$ cat config.mk
export PLATFORM = sky130hd
export DESIGN_NAME = combined_lcg_shuffle_random_top_flat
export DESIGN_NICKNAME = d
export VERILOG_FILES = /design/src/clsr_pkg.sv /design/src/clsr_if.sv /design/src/clsr_ram.sv /design/src/clsr_mulmod.sv /design/src/clsr_useq.sv /design/src/combined_lcg_shuffle_random_top.sv /design/src/flat_wrapper.sv
export SDC_FILE = /design/constraint.sdc
export NUM_CORES = 2
export LEC_CHECK = 0
export BUFFER_PORTS_ARGS = -buffer_cell sky130_fd_sc_hd__buf_2
export CORE_MARGIN = 5
export CORE_UTILIZATION = 50
export DETAILED_ROUTE_END_ITERATION = 6
export GPL_TIMING_DRIVEN = 0
export PLACE_DENSITY = 0.66
export RECOVER_POWER = 50
export SLEW_MARGIN = 20
export SYNTH_ARGS = -nofsm -noshare
export SYNTH_HDL_FRONTEND = slang
export SYNTH_SLANG_ARGS = --single-unit
export TNS_END_PERCENT = 5
$ cat constraint.sdc
create_clock -name clk -period 9.4 [get_ports clk]
set_input_delay 1.88 -clock clk [delete_from_list [all_inputs] [get_ports clk]]
set_output_delay 1.88 -clock clk [all_outputs]
set_load 0.005 [all_outputs]
$ cat src/clsr_pkg.sv
`default_nettype none

package clsr_pkg;

    // Field widths
    localparam int unsigned VAL_W  = 31;
    localparam int unsigned FRAC_W = 24;
    localparam int unsigned MUL_W  = 16;
    localparam int unsigned FOLD_W = 8;
    localparam int unsigned UPC_W  = 4;

    // Generator constants
    localparam logic [VAL_W-1:0]  MOD1       = 31'd2147483563;
    localparam logic [VAL_W-1:0]  MOD2       = 31'd2147483399;
    localparam logic [MUL_W-1:0]  MUL1       = 16'd40014;
    localparam logic [MUL_W-1:0]  MUL2       = 16'd40692;
    // 2^31 mod MOD1 and 2^31 mod MOD2
    localparam logic [FOLD_W-1:0] FOLD1      = 8'd85;
    localparam logic [FOLD_W-1:0] FOLD2      = 8'd249;
    localparam logic [VAL_W-1:0]  SEED2_INIT = 31'd123456789;
    localparam logic [FRAC_W-1:0] FRAC_CAP   = 24'd16777214;
    localparam int unsigned       WARMUP_EXTRA = 8;

    // Microcode step addresses
    typedef enum logic [UPC_W-1:0] {
        UPC_IDLE,
        UPC_SEED,
        UPC_WU_ISSUE,
        UPC_WU_WAIT,
        UPC_WU_FILL,
        UPC_D_G1,
        UPC_D_G2,
        UPC_D_IDX,
        UPC_D_RD,
        UPC_D_MIX,
        UPC_D_EMIT
    } upc_t;

    // Sequencing operations
    typedef enum logic [2:0] {
        SEQ_NEXT,
        SEQ_JUMP,
        SEQ_DISPATCH,
        SEQ_LOOP,
        SEQ_WAIT_OUT
    } seq_op_t;

    // One control word
    typedef struct packed {
        logic    accept;
        logic    ld_seed;
        logic    issue_g1;
        logic    issue_g2;
        logic    ld_est;
        logic    ld_idx;
        logic    ram_rd;
        logic    mix;
        logic    fill;
        logic    emit;
        seq_op_t seq;
        upc_t    target;
    } ctrl_word_t;

    // Datapath status seen by the sequencer
    typedef struct packed {
        logic in_valid;
        logic req_type;
        logic cnt_zero;
        logic out_free;
    } seq_status_t;

    // Modular multiplier result
    typedef struct packed {
        logic             valid;
        logic             sel2;
        logic [VAL_W-1:0] value;
    } mm_result_t;

endpackage

`default_nettype wire

$ cat src/clsr_if.sv
`default_nettype none

// Request channel
interface clsr_req_if;
    import clsr_pkg::*;

    logic             valid;
    logic             ready;
    logic             req_type;
    logic [VAL_W-1:0] seed_value;

    modport source (output valid, req_type, seed_value, input ready);
    modport sink   (input valid, req_type, seed_value, output ready);
endinterface

// Draw result channel
interface clsr_draw_if;
    import clsr_pkg::*;

    logic              valid;
    logic              ready;
    logic [VAL_W-1:0]  raw_value;
    logic [FRAC_W-1:0] fraction;

    modport source (output valid, raw_value, fraction, input ready);
    modport sink   (input valid, raw_value, fraction, output ready);
endinterface

`default_nettype wire

$ cat src/clsr_ram.sv
`default_nettype none

module clsr_ram #(
    parameter int unsigned WIDTH = 31,
    parameter int unsigned DEPTH = 32
) (
    input  wire                       clk,
    input  wire                       we,
    input  wire [$clog2(DEPTH)-1:0]   waddr,
    input  wire [WIDTH-1:0]           wdata,
    input  wire                       re,
    input  wire [$clog2(DEPTH)-1:0]   raddr,
    output logic [WIDTH-1:0]          rdata
);

    logic [WIDTH-1:0] mem [DEPTH];

    // One write port, one registered read port
    always_ff @(posedge clk)
    begin
        if (we)
        begin
            mem[waddr] <= wdata;
        end
        if (re)
        begin
            rdata <= mem[raddr];
        end
    end

endmodule

`default_nettype wire

$ cat src/clsr_mulmod.sv
`default_nettype none

module clsr_mulmod (
    input  wire                         clk,
    input  wire                         rst_n,
    input  wire                         issue,
    input  wire                         sel2,
    input  wire [clsr_pkg::VAL_W-1:0]   operand,
    output clsr_pkg::mm_result_t        result
);
    import clsr_pkg::*;

    localparam int unsigned PROD_W = VAL_W + MUL_W;
    localparam int unsigned SUM_W  = VAL_W + 1;

    logic              s1_vld_reg, s2_vld_reg;
    logic              s1_sel_reg, s2_sel_reg;
    logic [PROD_W-1:0] prod_reg, prod_next;
    logic [SUM_W-1:0]  fold_reg, fold_next;
    logic [MUL_W-1:0]  mul_sel;
    logic [FOLD_W-1:0] fold_c;
    logic [VAL_W-1:0]  mod_sel;

    // Stage 1: a * x
    always_comb
    begin
        mul_sel   = sel2 ? MUL2 : MUL1;
        prod_next = PROD_W'(operand) * PROD_W'(mul_sel);
    end

    // Stage 2: fold the bits above 2^31 back, since 2^31 = c (mod m)
    always_comb
    begin
        fold_c    = s1_sel_reg ? FOLD2 : FOLD1;
        fold_next = SUM_W'(prod_reg[PROD_W-1:VAL_W]) * SUM_W'(fold_c)
                  + SUM_W'(prod_reg[VAL_W-1:0]);
    end

    // Stage 3: folded sum is below twice the modulus, one subtract
    always_comb
    begin
        mod_sel      = s2_sel_reg ? MOD2 : MOD1;
        result.valid = s2_vld_reg;
        result.sel2  = s2_sel_reg;
        if (fold_reg >= SUM_W'(mod_sel))
        begin
            result.value = VAL_W'(fold_reg - SUM_W'(mod_sel));
        end
        else
        begin
            result.value = VAL_W'(fold_reg);
        end
    end

    // Stage tags
    always_ff @(posedge clk or negedge rst_n)
    begin
        if (!rst_n)
        begin
            s1_vld_reg <= 1'b0;
            s2_vld_reg <= 1'b0;
            s1_sel_reg <= 1'b0;
            s2_sel_reg <= 1'b0;
        end
        else
        begin
            s1_vld_reg <= issue;
            s2_vld_reg <= s1_vld_reg;
            s1_sel_reg <= sel2;
            s2_sel_reg <= s1_sel_reg;
        end
    end

    // Stage data
    always_ff @(posedge clk)
    begin
        prod_reg <= prod_next;
        fold_reg <= fold_next;
    end

endmodule

`default_nettype wire

$ cat src/clsr_useq.sv
`default_nettype none

module clsr_useq (
    input  wire                         clk,
    input  wire                         rst_n,
    input  wire clsr_pkg::seq_status_t  status,
    output clsr_pkg::ctrl_word_t        ctrl
);
    import clsr_pkg::*;

    upc_t upc_reg, upc_next;

    // Control store
    function automatic ctrl_word_t ucode(input upc_t a);
        ctrl_word_t w;
        w        = '0;
        w.seq    = SEQ_NEXT;
        w.target = UPC_IDLE;
        case (a)
            UPC_IDLE:
            begin
                w.accept = 1'b1;
                w.seq    = SEQ_DISPATCH;
                w.target = UPC_D_G1;
            end
            UPC_SEED:     w.ld_seed  = 1'b1;
            UPC_WU_ISSUE: w.issue_g1 = 1'b1;
            UPC_WU_WAIT:  w.seq      = SEQ_NEXT;
            UPC_WU_FILL:
            begin
                w.fill   = 1'b1;
                w.seq    = SEQ_LOOP;
                w.target = UPC_WU_ISSUE;
            end
            UPC_D_G1:     w.issue_g1 = 1'b1;
            UPC_D_G2:
            begin
                w.issue_g2 = 1'b1;
                w.ld_est   = 1'b1;
            end
            UPC_D_IDX:    w.ld_idx = 1'b1;
            UPC_D_RD:     w.ram_rd = 1'b1;
            UPC_D_MIX:    w.mix    = 1'b1;
            UPC_D_EMIT:
            begin
                w.emit   = 1'b1;
                w.seq    = SEQ_WAIT_OUT;
                w.target = UPC_IDLE;
            end
            default:
            begin
                w.seq    = SEQ_JUMP;
                w.target = UPC_IDLE;
            end
        endcase
        return w;
    endfunction

    // Step counter
    always_ff @(posedge clk or negedge rst_n)
    begin
        if (!rst_n)
        begin
            upc_reg <= UPC_IDLE;
        end
        else
        begin
            upc_reg <= upc_next;
        end
    end

    // Control word and next step
    always_comb
    begin
        ctrl = ucode(upc_reg);
        case (ctrl.seq)
            SEQ_NEXT:
            begin
                upc_next = upc_t'(UPC_W'(upc_reg) + UPC_W'(1));
            end
            SEQ_JUMP:
            begin
                upc_next = ctrl.target;
            end
            SEQ_DISPATCH:
            begin
                if (!status.in_valid)
                begin
                    upc_next = upc_reg;
                end
                else if (status.req_type)
                begin
                    upc_next = upc_t'(UPC_W'(upc_reg) + UPC_W'(1));
                end
                else
                begin
                    upc_next = ctrl.target;
                end
            end
            SEQ_LOOP:
            begin
                if (status.cnt_zero)
                begin
                    upc_next = upc_t'(UPC_W'(upc_reg) + UPC_W'(1));
                end
                else
                begin
                    upc_next = ctrl.target;
                end
            end
            SEQ_WAIT_OUT:
            begin
                upc_next = status.out_free ? ctrl.target : upc_reg;
            end
            default:
            begin
                upc_next = UPC_IDLE;
            end
        endcase
    end

endmodule

`default_nettype wire

$ cat src/combined_lcg_shuffle_random_top.sv
// Draw request: steps D_G1, D_G2, D_IDX, D_RD, D_MIX and D_EMIT run in order after the request
// transfer; D_EMIT holds until the output is free. Reseed request: the seed is loaded, then each
// of the TABLE_ENTRIES+8 warm-up steps goes through the modular multiplier in series, then a draw.
// One request is in work at a time; the next is taken while a result waits in the output.
// Reset: first generator 1, second 123456789, previous output 0; table entries are
// marked empty by per-entry valid flops and read as zero, so no clearing pass is run.
`default_nettype none

module combined_lcg_shuffle_random_top #(
    parameter int unsigned TABLE_ENTRIES = 32
) (
    input  wire          clk,
    input  wire          rst_n,
    clsr_req_if.sink     req,
    clsr_draw_if.source  draw
);
    import clsr_pkg::*;

    localparam int unsigned IDX_W = $clog2(TABLE_ENTRIES);
    localparam int unsigned EST_W = $clog2(TABLE_ENTRIES + 1);
    localparam int unsigned CNT_W = $clog2(TABLE_ENTRIES + WARMUP_EXTRA);
    localparam int unsigned SCL_W = VAL_W + EST_W;
    localparam int unsigned SUM_W = VAL_W + 1;
    localparam int unsigned LOW_W = VAL_W - FRAC_W;
    localparam longint unsigned DIVISOR_L = 64'd1 + (64'd2147483562 / TABLE_ENTRIES);
    localparam logic [VAL_W-1:0] DIVISOR = VAL_W'(DIVISOR_L);

    ctrl_word_t  ctrl;
    seq_status_t status;
    mm_result_t  mm;

    logic [VAL_W-1:0]  g1_reg, g2_reg, prev_reg, seed_reg, raw_reg;
    logic [FRAC_W-1:0] frac_reg;
    logic [CNT_W-1:0]  cnt_reg;
    logic [EST_W-1:0]  est_reg;
    logic [IDX_W-1:0]  idx_reg;
    logic [TABLE_ENTRIES-1:0] valid_reg;
    logic              rd_vld_reg;
    logic              out_vld_reg;

    logic              req_fire, out_free, emit_fire;
    logic [VAL_W-1:0]  seed_eff;
    logic [SCL_W-1:0]  scaled;
    logic [EST_W-1:0]  est_next;
    logic [SUM_W-1:0]  est_prod, est_rem;
    logic [EST_W:0]    quot;
    logic [IDX_W-1:0]  idx_next;
    logic [VAL_W-1:0]  rd_data, entry, y_val;
    logic [SUM_W-1:0]  diff, y_full;
    logic [FRAC_W-1:0] q0, frac_next;
    logic [SUM_W-1:0]  frac_rem;
    logic              fill_hit;
    logic              ram_we;
    logic [IDX_W-1:0]  ram_waddr;
    logic [VAL_W-1:0]  ram_wdata;

    // Sequencer and shared modular multiplier
    clsr_useq u_useq (
        .clk    (clk),
        .rst_n  (rst_n),
        .status (status),
        .ctrl   (ctrl)
    );

    clsr_mulmod u_mulmod (
        .clk     (clk),
        .rst_n   (rst_n),
        .issue   (ctrl.issue_g1 | ctrl.issue_g2),
        .sel2    (ctrl.issue_g2),
        .operand (ctrl.issue_g2 ? g2_reg : g1_reg),
        .result  (mm)
    );

    // Shuffle table
    clsr_ram #(
        .WIDTH (VAL_W),
        .DEPTH (TABLE_ENTRIES)
    ) u_table (
        .clk   (clk),
        .we    (ram_we),
        .waddr (ram_waddr),
        .wdata (ram_wdata),
        .re    (ctrl.ram_rd),
        .raddr (idx_reg),
        .rdata (rd_data)
    );

    // Handshake and status
    assign req_fire  = req.valid & ctrl.accept;
    assign out_free  = ~out_vld_reg | draw.ready;
    assign emit_fire = ctrl.emit & out_free;
    assign req.ready = ctrl.accept;

    assign draw.valid     = out_vld_reg;
    assign draw.raw_value = raw_reg;
    assign draw.fraction  = frac_reg;

    always_comb
    begin
        status.in_valid = req.valid;
        status.req_type = req.req_type;
        status.cnt_zero = (cnt_reg == '0);
        status.out_free = out_free;
    end

    assign seed_eff = (seed_reg == '0) ? VAL_W'(1) : seed_reg;

    // Table index: estimate from prev*N/2^31, then at most one step up
    always_comb
    begin
        scaled   = SCL_W'(prev_reg) * SCL_W'(TABLE_ENTRIES);
        est_next = scaled[SCL_W-1:VAL_W];
        est_prod = SUM_W'(est_reg) * SUM_W'(DIVISOR);
        est_rem  = SUM_W'(prev_reg) - est_prod;
        quot     = (EST_W+1)'(est_reg) + (EST_W+1)'(est_rem >= SUM_W'(DIVISOR));
        if (quot > (EST_W+1)'(TABLE_ENTRIES - 1))
        begin
            idx_next = IDX_W'(TABLE_ENTRIES - 1);
        end
        else
        begin
            idx_next = quot[IDX_W-1:0];
        end
    end

    // Combine: entry minus second generator, wrapped into 1 .. MOD1-1
    always_comb
    begin
        entry  = rd_vld_reg ? rd_data : '0;
        diff   = SUM_W'(entry) - SUM_W'(g2_reg);
        if (diff[VAL_W] || diff == '0)
        begin
            y_full = diff + SUM_W'(MOD1 - VAL_W'(1));
        end
        else
        begin
            y_full = diff;
        end
        y_val = y_full[VAL_W-1:0];
    end

    // Fraction: top bits give the quotient by 2^31, 2^31 = 85 (mod MOD1) fixes it
    always_comb
    begin
        q0       = prev_reg[VAL_W-1:LOW_W];
        frac_rem = SUM_W'({prev_reg[LOW_W-1:0], FRAC_W'(0)})
                 + SUM_W'(q0) * SUM_W'(FOLD1);
        if (q0 >= FRAC_CAP)
        begin
            frac_next = FRAC_CAP;
        end
        else
        begin
            frac_next = q0 + FRAC_W'(frac_rem >= SUM_W'(MOD1));
        end
    end

    // Table write port: warm-up fill or draw refill
    always_comb
    begin
        fill_hit  = (cnt_reg < CNT_W'(TABLE_ENTRIES));
        ram_we    = ctrl.mix | (ctrl.fill & fill_hit);
        ram_waddr = ctrl.mix ? idx_reg : cnt_reg[IDX_W-1:0];
        ram_wdata = ctrl.mix ? g1_reg : mm.value;
    end

    // Generator state, previous output, loop counter, entry valid flops and valid flags
    always_ff @(posedge clk or negedge rst_n)
    begin
        if (!rst_n)
        begin
            g1_reg      <= VAL_W'(1);
            g2_reg      <= SEED2_INIT;
            prev_reg    <= '0;
            cnt_reg     <= '0;
            valid_reg   <= '0;
            rd_vld_reg  <= 1'b0;
            out_vld_reg <= 1'b0;
        end
        else
        begin
            if (ctrl.ld_seed)
            begin
                g1_reg <= seed_eff;
                g2_reg <= seed_eff;
            end
            else
            begin
                if (mm.valid && !mm.sel2)
                begin
                    g1_reg <= mm.value;
                end
                if (mm.valid && mm.sel2)
                begin
                    g2_reg <= mm.value;
                end
            end

            if (ctrl.fill)
            begin
                prev_reg <= mm.value;
            end
            else if (ctrl.mix)
            begin
                prev_reg <= y_val;
            end

            if (ctrl.ld_seed)
            begin
                cnt_reg <= CNT_W'(TABLE_ENTRIES + WARMUP_EXTRA - 1);
            end
            else if (ctrl.fill)
            begin
                cnt_reg <= cnt_reg - CNT_W'(1);
            end

            if (ram_we)
            begin
                valid_reg[ram_waddr] <= 1'b1;
            end

            if (ctrl.ram_rd)
            begin
                rd_vld_reg <= valid_reg[idx_reg];
            end

            if (emit_fire)
            begin
                out_vld_reg <= 1'b1;
            end
            else if (draw.ready)
            begin
                out_vld_reg <= 1'b0;
            end
        end
    end

    // Payload registers
    always_ff @(posedge clk)
    begin
        if (req_fire)
        begin
            seed_reg <= req.seed_value;
        end
        if (ctrl.ld_est)
        begin
            est_reg <= est_next;
        end
        if (ctrl.ld_idx)
        begin
            idx_reg <= idx_next;
        end
        if (emit_fire)
        begin
            raw_reg  <= prev_reg;
            frac_reg <= frac_next;
        end
    end

    // Warm-up result lands on the fill step
    a_fill_lands: assert property (@(posedge clk) disable iff (!rst_n)
        ctrl.fill |-> (mm.valid && !mm.sel2))
        else $error("warm-up fill without first generator result");

    // Both generator updates are done before the combine step
    a_mix_settled: assert property (@(posedge clk) disable iff (!rst_n)
        ctrl.mix |-> !mm.valid)
        else $error("combine step while multiplier still busy");

    // Emitted value lies in 1 .. MOD1-1
    a_emit_range: assert property (@(posedge clk) disable iff (!rst_n)
        emit_fire |-> (prev_reg != '0 && prev_reg < MOD1))
        else $error("draw value out of range");

    // One request in work at a time
    a_one_item: assert property (@(posedge clk) disable iff (!rst_n)
        req_fire |=> !req.ready)
        else $error("request taken while busy");

endmodule

`default_nettype wire
$ cat src/flat_wrapper.sv
// flat-port wrapper written by rule: the top's interface ports become plain ports
module combined_lcg_shuffle_random_top_flat import clsr_pkg::*;
#(
    parameter int unsigned TABLE_ENTRIES = 32
)
  (clk, rst_n, req_valid, req_req_type, req_seed_value, req_ready, draw_valid, draw_raw_value, draw_fraction, draw_ready);
  clsr_req_if req_i ();
  clsr_draw_if draw_i ();
  input  wire clk;
  input  wire rst_n;
  input wire logic [$bits(req_i.valid)-1:0] req_valid;
  input wire logic [$bits(req_i.req_type)-1:0] req_req_type;
  input wire logic [$bits(req_i.seed_value)-1:0] req_seed_value;
  output wire logic [$bits(req_i.ready)-1:0] req_ready;
  output wire logic [$bits(draw_i.valid)-1:0] draw_valid;
  output wire logic [$bits(draw_i.raw_value)-1:0] draw_raw_value;
  output wire logic [$bits(draw_i.fraction)-1:0] draw_fraction;
  input wire logic [$bits(draw_i.ready)-1:0] draw_ready;
  assign req_i.valid = req_valid;
  assign req_i.req_type = req_req_type;
  assign req_i.seed_value = req_seed_value;
  assign req_ready = req_i.ready;
  assign draw_valid = draw_i.valid;
  assign draw_raw_value = draw_i.raw_value;
  assign draw_fraction = draw_i.fraction;
  assign draw_i.ready = draw_ready;
  combined_lcg_shuffle_random_top #(.TABLE_ENTRIES(TABLE_ENTRIES)) u_core (.clk(clk), .rst_n(rst_n), .req(req_i), .draw(draw_i));
endmodule
==> flow_summary.json <==
{
  "async_flop_share_pct": 10.5,
  "top_layer": "met5",
  "clk_latency_ns": 0.79,
  "yosys.area_share.simple_pct": 6.32,
  "status": "finished with violations",
  "dp.cells": 7384,
  "tightestPinTransition_ns": 4.97,
  "vias_per_cell": 5.95,
  "portBuffers": 92,
  "fp-row-count": 142,
  "ys_seq_elements": 1338,
  "dr_wl_met2_mm": 97.1,
  "cp_slowest_cell": "clkbuf_1",
  "gp_congestion": 0.912,
  "hold_ws_ns": 0.465,
  "layout_commonest_cell": "edfxtp_1",
  "worst_slack_ns": 0.418,
  "relSlewSlack_pct": -231,
  "die-area_um2": 157000,
  "postSynthCellCount": 5271,
  "critPathKind": "register to register",
  "routedWlPerCell_um": 26.3,
  "syn_avg_cell_area_um2": 14.2,
  "clk_pin_slew_worst_paths_ns": 0.06,
  "hold_viol": 0,
  "max_stage_delay_ns": 0.55,
  "synth_top_family_by_area": "adder cells",
  "cts-root-buf": "clkbuf_16",
  "synth-xor-area-share_pct": 2.01,
  "fin_cells": 7648,
  "numCtsBuffers": 141,
  "crit_family": "adder cells",
  "start_util_pct": 50.1,
  "cts_tree": "done",
  "cts-hold-fix-buffers": 0,
  "n_fill_cell": 11772,
  "totalWireLength_mm": 201,
  "synthAdderAreaFrac_pct": 18.8,
  "violations": "max-capacitance violations, max-slew violations",
  "synth_compound_area_share_pct": 6.01,
  "cts.sinks": 1338,
  "cp-end-kind": "register",
  "synth-edff-count": 1119,
  "met3WireLength_mm": 16.5,
  "syn2layout_area_growth_pct": 12.4,
  "hold_class": "register to register",
  "synthFlopType": "edfxtp_1",
  "h-tree-depth": 4,
  "grt_start_max_net_pins": 86,
  "drc": 0,
  "grt_use_total_pct": 25.8,
  "die_w_um": 397,
  "grt-ovfl-total": 0,
  "netlist_area_um2": 74800,
  "crit_path_frequent_cell": "fa_1",
  "maxCapViolCount": 25,
  "ant_nets": 0,
  "min_period_ns": 8.98,
  "grt_first_pass_wirelength_mm": 301,
  "core-area_um2": 149000,
  "yosys_warnings": 0,
  "pin_count": 93,
  "setup_violations": 0,
  "vias": 45493,
  "wl_met1_mm": 80.3,
  "cts_buffer_depth": 3,
  "start_kind": "register",
  "dp_slack_ns": -0.106,
  "grt_antenna_before_repair": 6,
  "layout_common_cells": "edfxtp_1, inv_1, fa_1",
  "worst-endpoint-arrival_ns": 9.66,
  "cp_max_fo": 10,
  "cp_num_buf_inv": 6,
  "ys_seq_area_share_pct": 51.8,
  "drv_slew": 823,
  "grt_pass1_vias": 46578,
  "drt_iter0_markers": 4166,
  "r2r_slack_ns": 0.42,
  "final_layout_size_suffix_gt1_share_pct": 15.1,
  "max_freq_mhz": 111,
  "rsz0062_at_grt": "false",
  "required_ns": 10.08,
  "dp.final_hpwl_mm": 150,
  "synth_nets": 6169,
  "fin_nets": 6483,
  "chipHeight_um": 397,
  "largest_register_ffs": 992,
  "synthDistinctLibCells": 98,
  "muxShareOfSynthArea_pct": 10.9,
  "fin_crit_sh_pct": 95.6,
  "drtPass1Iterations": 7,
  "skew_ns": 0.0504
}
path summary, 6_finish.rpt:
kind,from,endpoint,cells after the start
setup / recovery,u_core.u_useq.upc_reg[0]$_DFFE_PN0P_,u_core.u_mulmod.prod_reg[46]$_DFF_P_,29
hold / removal,u_core.valid_reg[13]$_DFFE_PN0N_,u_core.valid_reg[13]$_DFFE_PN0N_,1
setup reg to reg,u_core.u_useq.upc_reg[0]$_DFFE_PN0P_,u_core.u_mulmod.prod_reg[46]$_DFF_P_,29
hold reg to reg,u_core.valid_reg[13]$_DFFE_PN0N_,u_core.valid_reg[13]$_DFFE_PN0N_,1
max in group asynchronous,rst_n,u_core.valid_reg[13]$_DFFE_PN0N_,2
min in group asynchronous,rst_n,u_core.g1_reg[4]$_DFFE_PN0P_,1
stage by stage:
stage | instance area [um^2] | setup TNS (ns) | util [%]
floorplan | 74800 | 0 | -
global placement | 77700 | -1.50 | 52.1
detailed placement | 80100 | -0.268 | 53.7
CTS | 84800 | 0 | 56.8
global route | 84100 | 0 | 56.3
finish | 84100 | 0 | 56.3
area by class of cell:
class / instances / area [um^2] / share of cell area [%]
multi-input cells: 3102 / 33400 / 39.7
inverters: 668 / 2510 / 2.99
clock buffers: 184 / 3800 / 4.52
diodes: 3 / 7.51 / 0.00893
flip-flops and latches: 1338 / 38700 / 46.1
clock inverters: 75 / 908 / 1.08
well taps: 1944 / 2430 / 2.89
repair buffers: 171 / 1660 / 1.97
plain buffers: 163 / 667 / 0.793
worst reg2reg max path: cells and delay by family (launching register included):
kind,cells,cell delay [ns]
and+or+nand+nor,5,0.99
adders and majority gates,8,3.71
buffers and inverters,6,1.24
AOI/OAI and AO/OA,9,2.41
DFF,1,0.43
xor gates and xnor gates,1,0.13
cells in the mapped netlist, types with 24 or more instances:
master / number / area, um^2
edfxtp_1: 1119 / 33600
inv_1: 668 / 2510
fa_1: 437 / 8750
ha_1: 425 / 5320
mux4_2: 320 / 7210
nor2_1: 267 / 1000
nand2_1: 243 / 912
a21oi_1: 230 / 1150
o21ai_0: 152 / 761
clkbuf_1: 125 / 469
dfrtp_1: 124 / 3100
xnor2_1: 106 / 928
a21o_1: 85 / 638
dfxtp_1: 78 / 1560
and2_1: 74 / 463
mux2_2: 68 / 766
nand3_1: 68 / 340
xor2_1: 64 / 561
nor3_1: 62 / 310
or2_2: 45 / 282
and3_1: 38 / 238
nor2b_1: 37 / 231
o21a_1: 32 / 240
buf_1: 30 / 113
nand2b_1: 30 / 188
nand4_1: 25 / 156
a211oi_1: 24 / 180
kinds of logic after synthesis:
kind of cell             count (synthesis)
buffers and inverters                  831
adder cells (fa/ha/maj)                862
AND/OR/NAND/NOR                        965
flip-flops                            1338
XOR/XNOR                               171
multiplexers                           406
AO/OA/AOI/OAI                          698
metal layers:
metal	global-route usage, %	vias up
met2	42.1	1958
met1	34.9	23400
li1	-	19752
met4	8.90	2
met3	5.13	381
met5	0	-
timing repair:
action                     in CTS  in global routing
buffers inserted                0                  2
setup endpoints to repair       7                 14
pin swaps                       0                  0
resized for setup               2                 12
Power is left out: the tool's default activity adds up to more than one toggle a clock period on the data nets, which glitch-free logic cannot reach.
